<file path="config.mk">
export PLATFORM = sky130hd
export DESIGN_NAME = velocity_to_drive_command_unit
export DESIGN_NICKNAME = d
export VERILOG_FILES = /design/src/design/vtdc_pkg.sv /design/src/design/velocity_to_drive_command_unit.sv
export SDC_FILE = /design/constraint.sdc
export NUM_CORES = 2
export LEC_CHECK = 0
export CORE_UTILIZATION = 30
export CTS_BUF_LIST = sky130_fd_sc_hd__clkbuf_8
export DETAILED_ROUTE_END_ITERATION = 8
export DONT_BUFFER_PORTS = 1
export GPL_TIMING_DRIVEN = 0
export PLACE_DENSITY = 0.48
export SLEW_MARGIN = 40
export SYNTH_ARGS = -nofsm -noshare
export SYNTH_HDL_FRONTEND = slang
export SYNTH_SLANG_ARGS = --single-unit
</file>
<file path="constraint.sdc">
create_clock -name clk_i -period 23.1 [get_ports clk_i]
set_input_delay 3.465 -clock clk_i [delete_from_list [all_inputs] [get_ports clk_i]]
set_output_delay 3.465 -clock clk_i [all_outputs]
set_load 0.05 [all_outputs]
</file>
<file path="src/design/vtdc_pkg.sv">
// ----------------------------------------------------------------------------
// Velocity to drive command package
// Transfer types, register indexes, fixed-point constants and the CORDIC
// arctangent table shared by the drive command unit.
// ----------------------------------------------------------------------------
package vtdc_pkg;

  typedef struct packed {
    logic               present;
    logic               direct_mode;
    logic signed [15:0] vel_x;
    logic signed [15:0] vel_y;
    logic signed [15:0] turn_rate_in;
    logic signed [15:0] quat_x;
    logic signed [15:0] quat_y;
    logic signed [15:0] quat_z;
    logic signed [15:0] quat_w;
  } in_t;

  typedef struct packed {
    logic signed [15:0] linear_cmd;
    logic signed [15:0] angular_cmd;
  } out_t;

  localparam int unsigned CfgW    = 15;
  localparam int unsigned CfgIdxW = 3;

  localparam logic [CfgIdxW-1:0] RegTurnRateLimit  = 3'd0;
  localparam logic [CfgIdxW-1:0] RegLinearStep     = 3'd1;
  localparam logic [CfgIdxW-1:0] RegAngularStep    = 3'd2;
  localparam logic [CfgIdxW-1:0] RegHeadingDeadband = 3'd3;
  localparam logic [CfgIdxW-1:0] RegMinSpeed       = 3'd4;

  localparam logic [CfgW-1:0] TurnRateLimitRst   = 15'd4915;
  localparam logic [CfgW-1:0] LinearStepRst      = 15'd205;
  localparam logic [CfgW-1:0] AngularStepRst     = 15'd410;
  localparam logic [CfgW-1:0] HeadingDeadbandRst = 15'd819;
  localparam logic [CfgW-1:0] MinSpeedRst        = 15'd41;

  // Angles in Q3.13
  localparam logic signed [17:0] PiQ13     = 18'sd25736;
  localparam int unsigned        AtanSteps = 14;

  function automatic logic [12:0] atan_lut(input logic [3:0] idx);
    logic [12:0] val;
    case (idx)
      4'd0:    val = 13'd6434;
      4'd1:    val = 13'd3798;
      4'd2:    val = 13'd2007;
      4'd3:    val = 13'd1019;
      4'd4:    val = 13'd511;
      4'd5:    val = 13'd256;
      4'd6:    val = 13'd128;
      4'd7:    val = 13'd64;
      4'd8:    val = 13'd32;
      4'd9:    val = 13'd16;
      4'd10:   val = 13'd8;
      4'd11:   val = 13'd4;
      4'd12:   val = 13'd2;
      4'd13:   val = 13'd1;
      default: val = 13'd0;
    endcase
    return val;
  endfunction

endpackage

</file>
<file path="src/design/velocity_to_drive_command_unit.sv">
// Sequencing: a navigation item passes through the multiply, load, iterate,
// target and finish states; direct-mode and zero-vector items go to finish.
// Occupancy: one item at a time; a navigation item is held for the 16
// one-bit-per-cycle square root steps that also carry the CORDIC.
// Reset: asynchronous, active low; registers return to their defaults and the
// kept command levels to zero.
// ----------------------------------------------------------------------------
// Velocity to drive command unit
// Heading controller with bang-bang turn rate and slew-rate limited outputs,
// using a shared multiplier, a bit-serial square root and iterative CORDIC.
// ----------------------------------------------------------------------------
module velocity_to_drive_command_unit
  import vtdc_pkg::*;
(
  input  logic               clk_i,
  input  logic               rst_ni,
  input  logic               cfg_we_i,
  input  logic [CfgIdxW-1:0] cfg_idx_i,
  input  logic [CfgW-1:0]    cfg_data_i,
  input  logic               in_valid_i,
  output logic               in_stall_o,
  input  in_t                in_data_i,
  output logic               out_valid_o,
  input  logic               out_stall_i,
  output out_t               out_data_o
);

  typedef enum logic [2:0] {
    ST_IDLE, ST_MUL, ST_LOAD, ST_ITER, ST_TGT, ST_FIN
  } state_e;

  localparam int unsigned CW = 36;

  state_e state_q;
  in_t    in_q;
  logic [CfgW-1:0] trl_q, lstep_q, astep_q, db_q, minspd_q;
  logic signed [15:0] lin_lvl_q, ang_lvl_q, lin_t_q, ang_t_q;
  logic zero_q;
  logic [2:0] mul_step_q;
  logic signed [33:0] sq_q, num_q, den_q;
  logic [3:0] it_q;
  logic signed [CW-1:0] x_q [2];
  logic signed [CW-1:0] y_q [2];
  logic signed [17:0]   z_q [2];
  logic [1:0] zf_q;
  logic [31:0] rad_q;
  logic [17:0] rem_q;
  logic [15:0] root_q;
  logic        out_valid_q;
  out_t        out_q;

  // Shared multiplier
  logic signed [15:0] mul_a, mul_b;
  logic signed [31:0] prod;
  logic signed [33:0] prod_ext;

  always_comb begin
    unique case (mul_step_q)
      3'd0:    begin mul_a = in_q.vel_x;  mul_b = in_q.vel_x;  end
      3'd1:    begin mul_a = in_q.vel_y;  mul_b = in_q.vel_y;  end
      3'd2:    begin mul_a = in_q.quat_w; mul_b = in_q.quat_z; end
      3'd3:    begin mul_a = in_q.quat_x; mul_b = in_q.quat_y; end
      3'd4:    begin mul_a = in_q.quat_z; mul_b = in_q.quat_z; end
      default: begin mul_a = in_q.quat_y; mul_b = in_q.quat_y; end
    endcase
    prod     = mul_a * mul_b;
    prod_ext = 34'(prod);
  end

  // Lane set-up: lane 0 is the heading, lane 1 the yaw.
  logic signed [CW-1:0] ld_x [2];
  logic signed [CW-1:0] ld_y [2];
  logic signed [CW-1:0] ld_xr [2];
  logic signed [CW-1:0] ld_yr [2];
  logic signed [17:0]   ld_z [2];
  logic [1:0]           ld_zf;

  always_comb begin
    ld_x[0] = CW'(in_q.vel_x) <<< 16;
    ld_y[0] = CW'(in_q.vel_y) <<< 16;
    ld_x[1] = (CW'(1) <<< 28) - (CW'(den_q) <<< 1);
    ld_y[1] = CW'(num_q) <<< 1;
    ld_zf[0] = (in_q.vel_y == 16'sd0);
    ld_zf[1] = (ld_x[1] == '0) && (ld_y[1] == '0);
    for (int l = 0; l < 2; l++) begin
      if (ld_x[l] < 0) begin
        ld_z[l]  = (ld_y[l] >= 0) ? PiQ13 : -PiQ13;
        ld_xr[l] = -ld_x[l];
        ld_yr[l] = -ld_y[l];
      end else begin
        ld_z[l]  = '0;
        ld_xr[l] = ld_x[l];
        ld_yr[l] = ld_y[l];
      end
    end
  end

  // One CORDIC iteration per cycle on both lanes
  logic signed [CW-1:0] it_x [2];
  logic signed [CW-1:0] it_y [2];
  logic signed [CW-1:0] sh_x [2];
  logic signed [CW-1:0] sh_y [2];
  logic signed [17:0]   it_z [2];
  logic signed [17:0]   at;

  always_comb begin
    at = 18'(atan_lut(it_q));
    for (int l = 0; l < 2; l++) begin
      sh_x[l] = x_q[l] >>> it_q;
      sh_y[l] = y_q[l] >>> it_q;
      if (y_q[l] > 0) begin
        it_x[l] = x_q[l] + sh_y[l];
        it_y[l] = y_q[l] - sh_x[l];
        it_z[l] = z_q[l] + at;
      end else begin
        it_x[l] = x_q[l] - sh_y[l];
        it_y[l] = y_q[l] + sh_x[l];
        it_z[l] = z_q[l] - at;
      end
    end
  end

  // Restoring square root, one result bit per cycle
  logic [19:0] rem_ext, trial;
  logic        sq_ge;
  always_comb begin
    rem_ext = {rem_q, rad_q[31:30]};
    trial   = {2'b00, root_q, 2'b01};
    sq_ge   = rem_ext >= trial;
  end

  // Targets
  logic signed [17:0] ang_c [2];
  logic signed [17:0] diff, db_s, lim_s;
  logic [15:0]        spd_sat;
  logic signed [15:0] lin_tgt, ang_tgt;

  always_comb begin
    for (int l = 0; l < 2; l++) begin
      if (zf_q[l])               ang_c[l] = '0;
      else if (z_q[l] > PiQ13)   ang_c[l] = PiQ13;
      else if (z_q[l] < -PiQ13)  ang_c[l] = -PiQ13;
      else                       ang_c[l] = z_q[l];
    end
    diff    = ang_c[1] - ang_c[0];
    db_s    = 18'(db_q);
    lim_s   = 18'(trl_q);
    spd_sat = root_q[15] ? 16'd32767 : root_q;
    lin_tgt = (spd_sat < 16'(minspd_q)) ? 16'sd0 : $signed(spd_sat);
    if (diff > db_s)
      ang_tgt = 16'((diff < PiQ13) ? -lim_s : lim_s);
    else if (diff < -db_s)
      ang_tgt = 16'((diff < -PiQ13) ? -lim_s : lim_s);
    else
      ang_tgt = 16'sd0;
  end

  function automatic logic signed [15:0] slew(input logic signed [15:0] tgt,
                                              input logic signed [15:0] lvl,
                                              input logic [CfgW-1:0] step);
    logic signed [17:0] t, v, up, dn, r;
    t  = 18'(tgt);
    v  = 18'(lvl);
    up = v + 18'(step);
    dn = v - 18'(step);
    if (t > v)      r = (up < t) ? up : t;
    else if (t < v) r = (dn > t) ? dn : t;
    else            r = t;
    return r[15:0];
  endfunction

  logic signed [15:0] lin_next, ang_next;
  logic               out_free, fin_go;
  always_comb begin
    lin_next = slew(lin_t_q, lin_lvl_q, lstep_q);
    ang_next = slew(ang_t_q, ang_lvl_q, astep_q);
    out_free = !out_valid_q || !out_stall_i;
    fin_go   = (state_q == ST_FIN) && out_free;
  end

  assign in_stall_o  = (state_q != ST_IDLE);
  assign out_valid_o = out_valid_q;
  assign out_data_o  = out_q;

  always_ff @(posedge clk_i or negedge rst_ni) begin
    if (!rst_ni) begin
      state_q     <= ST_IDLE;
      trl_q       <= TurnRateLimitRst;
      lstep_q     <= LinearStepRst;
      astep_q     <= AngularStepRst;
      db_q        <= HeadingDeadbandRst;
      minspd_q    <= MinSpeedRst;
      lin_lvl_q   <= '0;
      ang_lvl_q   <= '0;
      out_valid_q <= 1'b0;
      out_q       <= '0;
      in_q        <= '0;
      lin_t_q     <= '0;
      ang_t_q     <= '0;
      zero_q      <= 1'b0;
      mul_step_q  <= '0;
      sq_q        <= '0;
      num_q       <= '0;
      den_q       <= '0;
      it_q        <= '0;
      zf_q        <= '0;
      rad_q       <= '0;
      rem_q       <= '0;
      root_q      <= '0;
      for (int l = 0; l < 2; l++) begin
        x_q[l] <= '0;
        y_q[l] <= '0;
        z_q[l] <= '0;
      end
    end else begin
      if (cfg_we_i) begin
        case (cfg_idx_i)
          RegTurnRateLimit:   trl_q    <= cfg_data_i;
          RegLinearStep:      lstep_q  <= cfg_data_i;
          RegAngularStep:     astep_q  <= cfg_data_i;
          RegHeadingDeadband: db_q     <= cfg_data_i;
          RegMinSpeed:        minspd_q <= cfg_data_i;
          default: ;
        endcase
      end

      if (out_valid_q && !out_stall_i && !fin_go) out_valid_q <= 1'b0;

      unique case (state_q)
        ST_IDLE: begin
          if (in_valid_i && in_data_i.present) begin
            in_q       <= in_data_i;
            mul_step_q <= '0;
            zero_q     <= 1'b0;
            if (in_data_i.direct_mode) begin
              lin_t_q <= in_data_i.vel_x;
              ang_t_q <= in_data_i.turn_rate_in;
              state_q <= ST_FIN;
            end else if (in_data_i.vel_x == 16'sd0 && in_data_i.vel_y == 16'sd0) begin
              zero_q  <= 1'b1;
              state_q <= ST_FIN;
            end else begin
              state_q <= ST_MUL;
            end
          end
        end
        ST_MUL: begin
          unique case (mul_step_q)
            3'd0:    sq_q  <= prod_ext;
            3'd1:    sq_q  <= sq_q + prod_ext;
            3'd2:    num_q <= prod_ext;
            3'd3:    num_q <= num_q + prod_ext;
            3'd4:    den_q <= prod_ext;
            default: den_q <= den_q + prod_ext;
          endcase
          mul_step_q <= mul_step_q + 3'd1;
          if (mul_step_q == 3'd5) state_q <= ST_LOAD;
        end
        ST_LOAD: begin
          for (int l = 0; l < 2; l++) begin
            x_q[l] <= ld_xr[l];
            y_q[l] <= ld_yr[l];
            z_q[l] <= ld_z[l];
          end
          zf_q    <= ld_zf;
          rad_q   <= sq_q[31:0];
          rem_q   <= '0;
          root_q  <= '0;
          it_q    <= '0;
          state_q <= ST_ITER;
        end
        ST_ITER: begin
          if (32'(it_q) < AtanSteps) begin
            for (int l = 0; l < 2; l++) begin
              x_q[l] <= it_x[l];
              y_q[l] <= it_y[l];
              z_q[l] <= it_z[l];
            end
          end
          rad_q <= {rad_q[29:0], 2'b00};
          if (sq_ge) begin
            rem_q  <= 18'(rem_ext - trial);
            root_q <= {root_q[14:0], 1'b1};
          end else begin
            rem_q  <= rem_ext[17:0];
            root_q <= {root_q[14:0], 1'b0};
          end
          it_q <= it_q + 4'd1;
          if (it_q == 4'd15) state_q <= ST_TGT;
        end
        ST_TGT: begin
          lin_t_q <= lin_tgt;
          ang_t_q <= ang_tgt;
          state_q <= ST_FIN;
        end
        ST_FIN: begin
          if (out_free) begin
            out_valid_q <= 1'b1;
            if (zero_q) begin
              out_q <= '0;
            end else begin
              out_q.linear_cmd  <= lin_next;
              out_q.angular_cmd <= ang_next;
              lin_lvl_q         <= lin_next;
              ang_lvl_q         <= ang_next;
            end
            state_q <= ST_IDLE;
          end
        end
        default: state_q <= ST_IDLE;
      endcase
    end
  end

  logic signed [17:0] lin_delta;
  assign lin_delta = 18'(lin_next) - 18'(lin_lvl_q);

`ifndef SYNTH
  a_slew_bound: assert property (@(posedge clk_i) disable iff (!rst_ni)
    (fin_go && !zero_q) |-> (lin_delta <= $signed(18'(lstep_q)) &&
                             lin_delta >= -$signed(18'(lstep_q))))
    else $error("linear command moved by more than one step");

  a_out_from_fin: assert property (@(posedge clk_i) disable iff (!rst_ni)
    $rose(out_valid_o) |-> $past(state_q == ST_FIN))
    else $error("result appeared without a finishing cycle");

  a_root_range: assert property (@(posedge clk_i) disable iff (!rst_ni)
    (state_q == ST_TGT) |-> (root_q <= 16'd46341))
    else $error("square root beyond largest possible speed");
`endif

endmodule
</file>
==> flow_metrics.tcl <==
set metrics [dict create \
    grt_pass1_wl_mm 485 \
    rsz0062_at_grt "false" \
    crit_path_end_kind "flop" \
    start_util_pct 30.2 \
    clock_latency_ps 990 \
    synth_cell_types 103 \
    synth_area_sq_mm 0.0726 \
    skew_ps 80.9 \
    status "completed" \
    area_delta_synth_final_pct 11.0 \
    synth_warnings 0 \
    antenna_found_initial 17 \
    root_buffer "clkbuf_8" \
    vias 69400 \
    yosys.area.top_type_share_pct 20.7 \
    holdPathEnd "rem_q[17]" \
    ys.flop_type "dfrtp_1" \
    r2r_slack_ps 10270 \
    asyncSetResetFlopFracSynth_pct 100 \
    synth.ff_latch_count 627 \
    hp-start "rem_q[17]" \
    reg2reg_from "mul_step_q[0]" \
    die_x_microns 494 \
    htreeDepth 4 \
    grt_max_degree 136 \
    worstPathRequired_ps 23990 \
    final_core_util_pct 33.5 \
    path_class "reg2reg" \
    via_per_inst 5.62 \
    die_area_sq_mm 0.244 \
    clkTransAtPathRegs_ps 60 \
    row_count 180 \
    tightestPinTransition_ps 1030 \
    postCtsSetupRepairBufs 0 \
    min_delay_path_depth 2 \
    firstDrtPassIters 6 \
    pre_cts_slack_ps 10360 \
    fmax_ghz 0.0780 \
    finalCritPeriodShare_pct 55.5 \
    maxSlewHeadroom_pct 30.9 \
    r2r_cells 44 \
    antenna_left 0 \
    cpMaxStageDelayCell "clkbuf_1" \
    place_congestion 0.994 \
    ctsHoldBuffers 0 \
    wirelength_mm 341 \
    setup_slack_ps 10270 \
    syn_area_per_cell_sq_um 8.22 \
    netlist_instances 8835 \
    final_hold_viol_count 0 \
    startpoint_type "flop" \
    synth_common_cells "nand2_1 (1162), nor2_1 (762), inv_1 (675), o21ai_0 (670), ha_1 (623)" \
    layout_min_cycle_time_ps 12830 \
    port-buffer-count 0 \
    grt_pass1_vias 67500 \
    ys_top_cells_by_area "dfrtp_1 (21%), ha_1 (11%), fa_1 (7.6%)" \
    core_sq_mm 0.241 \
    die_h_microns 494 \
    timing.hold.ws_ps 490 \
    tritoncts "built" \
    cp_max_fo 10 \
    synth_fp_nets 9871 \
    cts_buffer_depth 3 \
    cts_resized 0 \
    critPathTopFamily "adder cells" \
    setup_violations 0 \
    slew_violations 0 \
    yosysSeqAreaShare_pct 21.6 \
    numCtsBuffers 137 \
    dp_hpwl_mm 276 \
    route.detailed.drc 0 \
    grt_usage_pct 27.3 \
    crit_buf_inv 10 \
    fin_setup_tns_ps 0 \
    yosysMostFrequentCell "nand2_1" \
    drive_above_1_share_pct 8.46 \
    synth_top_cell_by_area "dfrtp_1" \
    nNetsFinal 10000 \
    io_pins 171 \
    cp.arrival_ps 13720 \
    rr_endpoint "sq_q[31]" \
    drt-initial-drc-count 6365 \
    hold_class "reg2reg" \
    maxCapViolCount 0 \
    cts_sinks 627 \
    avgRoutedWirePerCell_microns 27.6 \
    grt-ovfl-total 0 \
    slowest_delay_ps 650 \
    synth_edf_count 0 \
]
[flip-flops by register name, summed over array words and instances (netlist names), 3 cells and up]
name        flops
out_data_o     32
rad_q          32
mul_step_q      3
ang_t_q        16
ang_lvl_q      16
astep_q        15
lin_lvl_q      16
db_q           15
lin_t_q        16
x_q            72
in_q           96
minspd_q       15
den_q          34
root_q         16
state_q         3
lstep_q        15
num_q          34
y_q            72
it_q            4
trl_q          15
rem_q          18
z_q            36
sq_q           32
[logic make-up after synthesis]
family / after synthesis / share of synthesized area (%)
adders and majority gates: 899 / 18.3
DFF: 627 / 21.6
xor gates and xnor gates: 595 / 7.17
AOI/OAI and AO/OA: 2309 / 19.9
muxes: 435 / 9.24
and+or+nand+nor: 2875 / 17.9
buffers and inverters: 1095 / 5.87
[placed cells by master, fill, tap and decap left out, types with 85 or more instances in the layout]
cell	n
nand2_1	1161
nor2_1	755
inv_1	723
o21ai_0	660
ha_1	623
dfrtp_1	601
a21oi_1	590
xnor2_1	371
fa_1	276
clkbuf_1	251
a21o_1	223
xor2_1	206
nand3_1	186
mux2i_1	185
mux4_2	168
clkbuf_8	165
nor3_1	162
o21a_1	117
nor2b_1	89
nand2b_1	85
a31oi_1	85
[per-stage QoR]
stage | cell area, sq um | cells
final | 80600 | 12300
after global routing | 80600 | 12300
after CTS | 80500 | 12300
after detailed placement | 77600 | 12000
after floorplan | 72600 | 8835
after global placement | 76600 | 12000
[worst max-delay path by stage]
stage / startpoint / endpoint / slack, ps / cells past startpoint
floorplan: mul_step_q[0] / sq_q[31] / 13270 / 44
global placement: mul_step_q[2] / sq_q[31] / 9960 / 40
detailed placement: mul_step_q[0] / sq_q[31] / 10360 / 44
CTS: mul_step_q[0] / sq_q[31] / 10360 / 44
global route: mul_step_q[0] / sq_q[31] / 9640 / 44
finish: mul_step_q[0] / sq_q[31] / 10270 / 44
[worst reg2reg max path: cells and delay by family, from the launching register on]
family	cells	cell delay [ps]
xor+xnor	1	620
fa+ha+maj	9	4040
compound gates	13	3410
flops	1	430
simple gates	11	1820
buf+inv	10	2460
[area by class of cell]
cell class	instances	area, sq um
repair buffers	24	561
well taps	3185	3990
multi-input cells	7113	53000
plain buffers	415	1830
fillers	25500	160000
diodes	43	108
clock inverters	82	587
inverters	680	2550
flip-flops and latches	627	15700
clock buffers	165	2270
[layer usage]
| layer | global-route usage [%] | routed length (microns) |
|---|---|---|
| met1 | 36.1 | 149000 |
| met2 | 44.1 | 155000 |
| met3 | 4.41 | 21900 |
| met4 | 11.2 | 14900 |
| met5 | 0 | 23 |
Power is not shown: default switching activity piles up to over one toggle a cycle in this logic, so the estimate is an artifact.
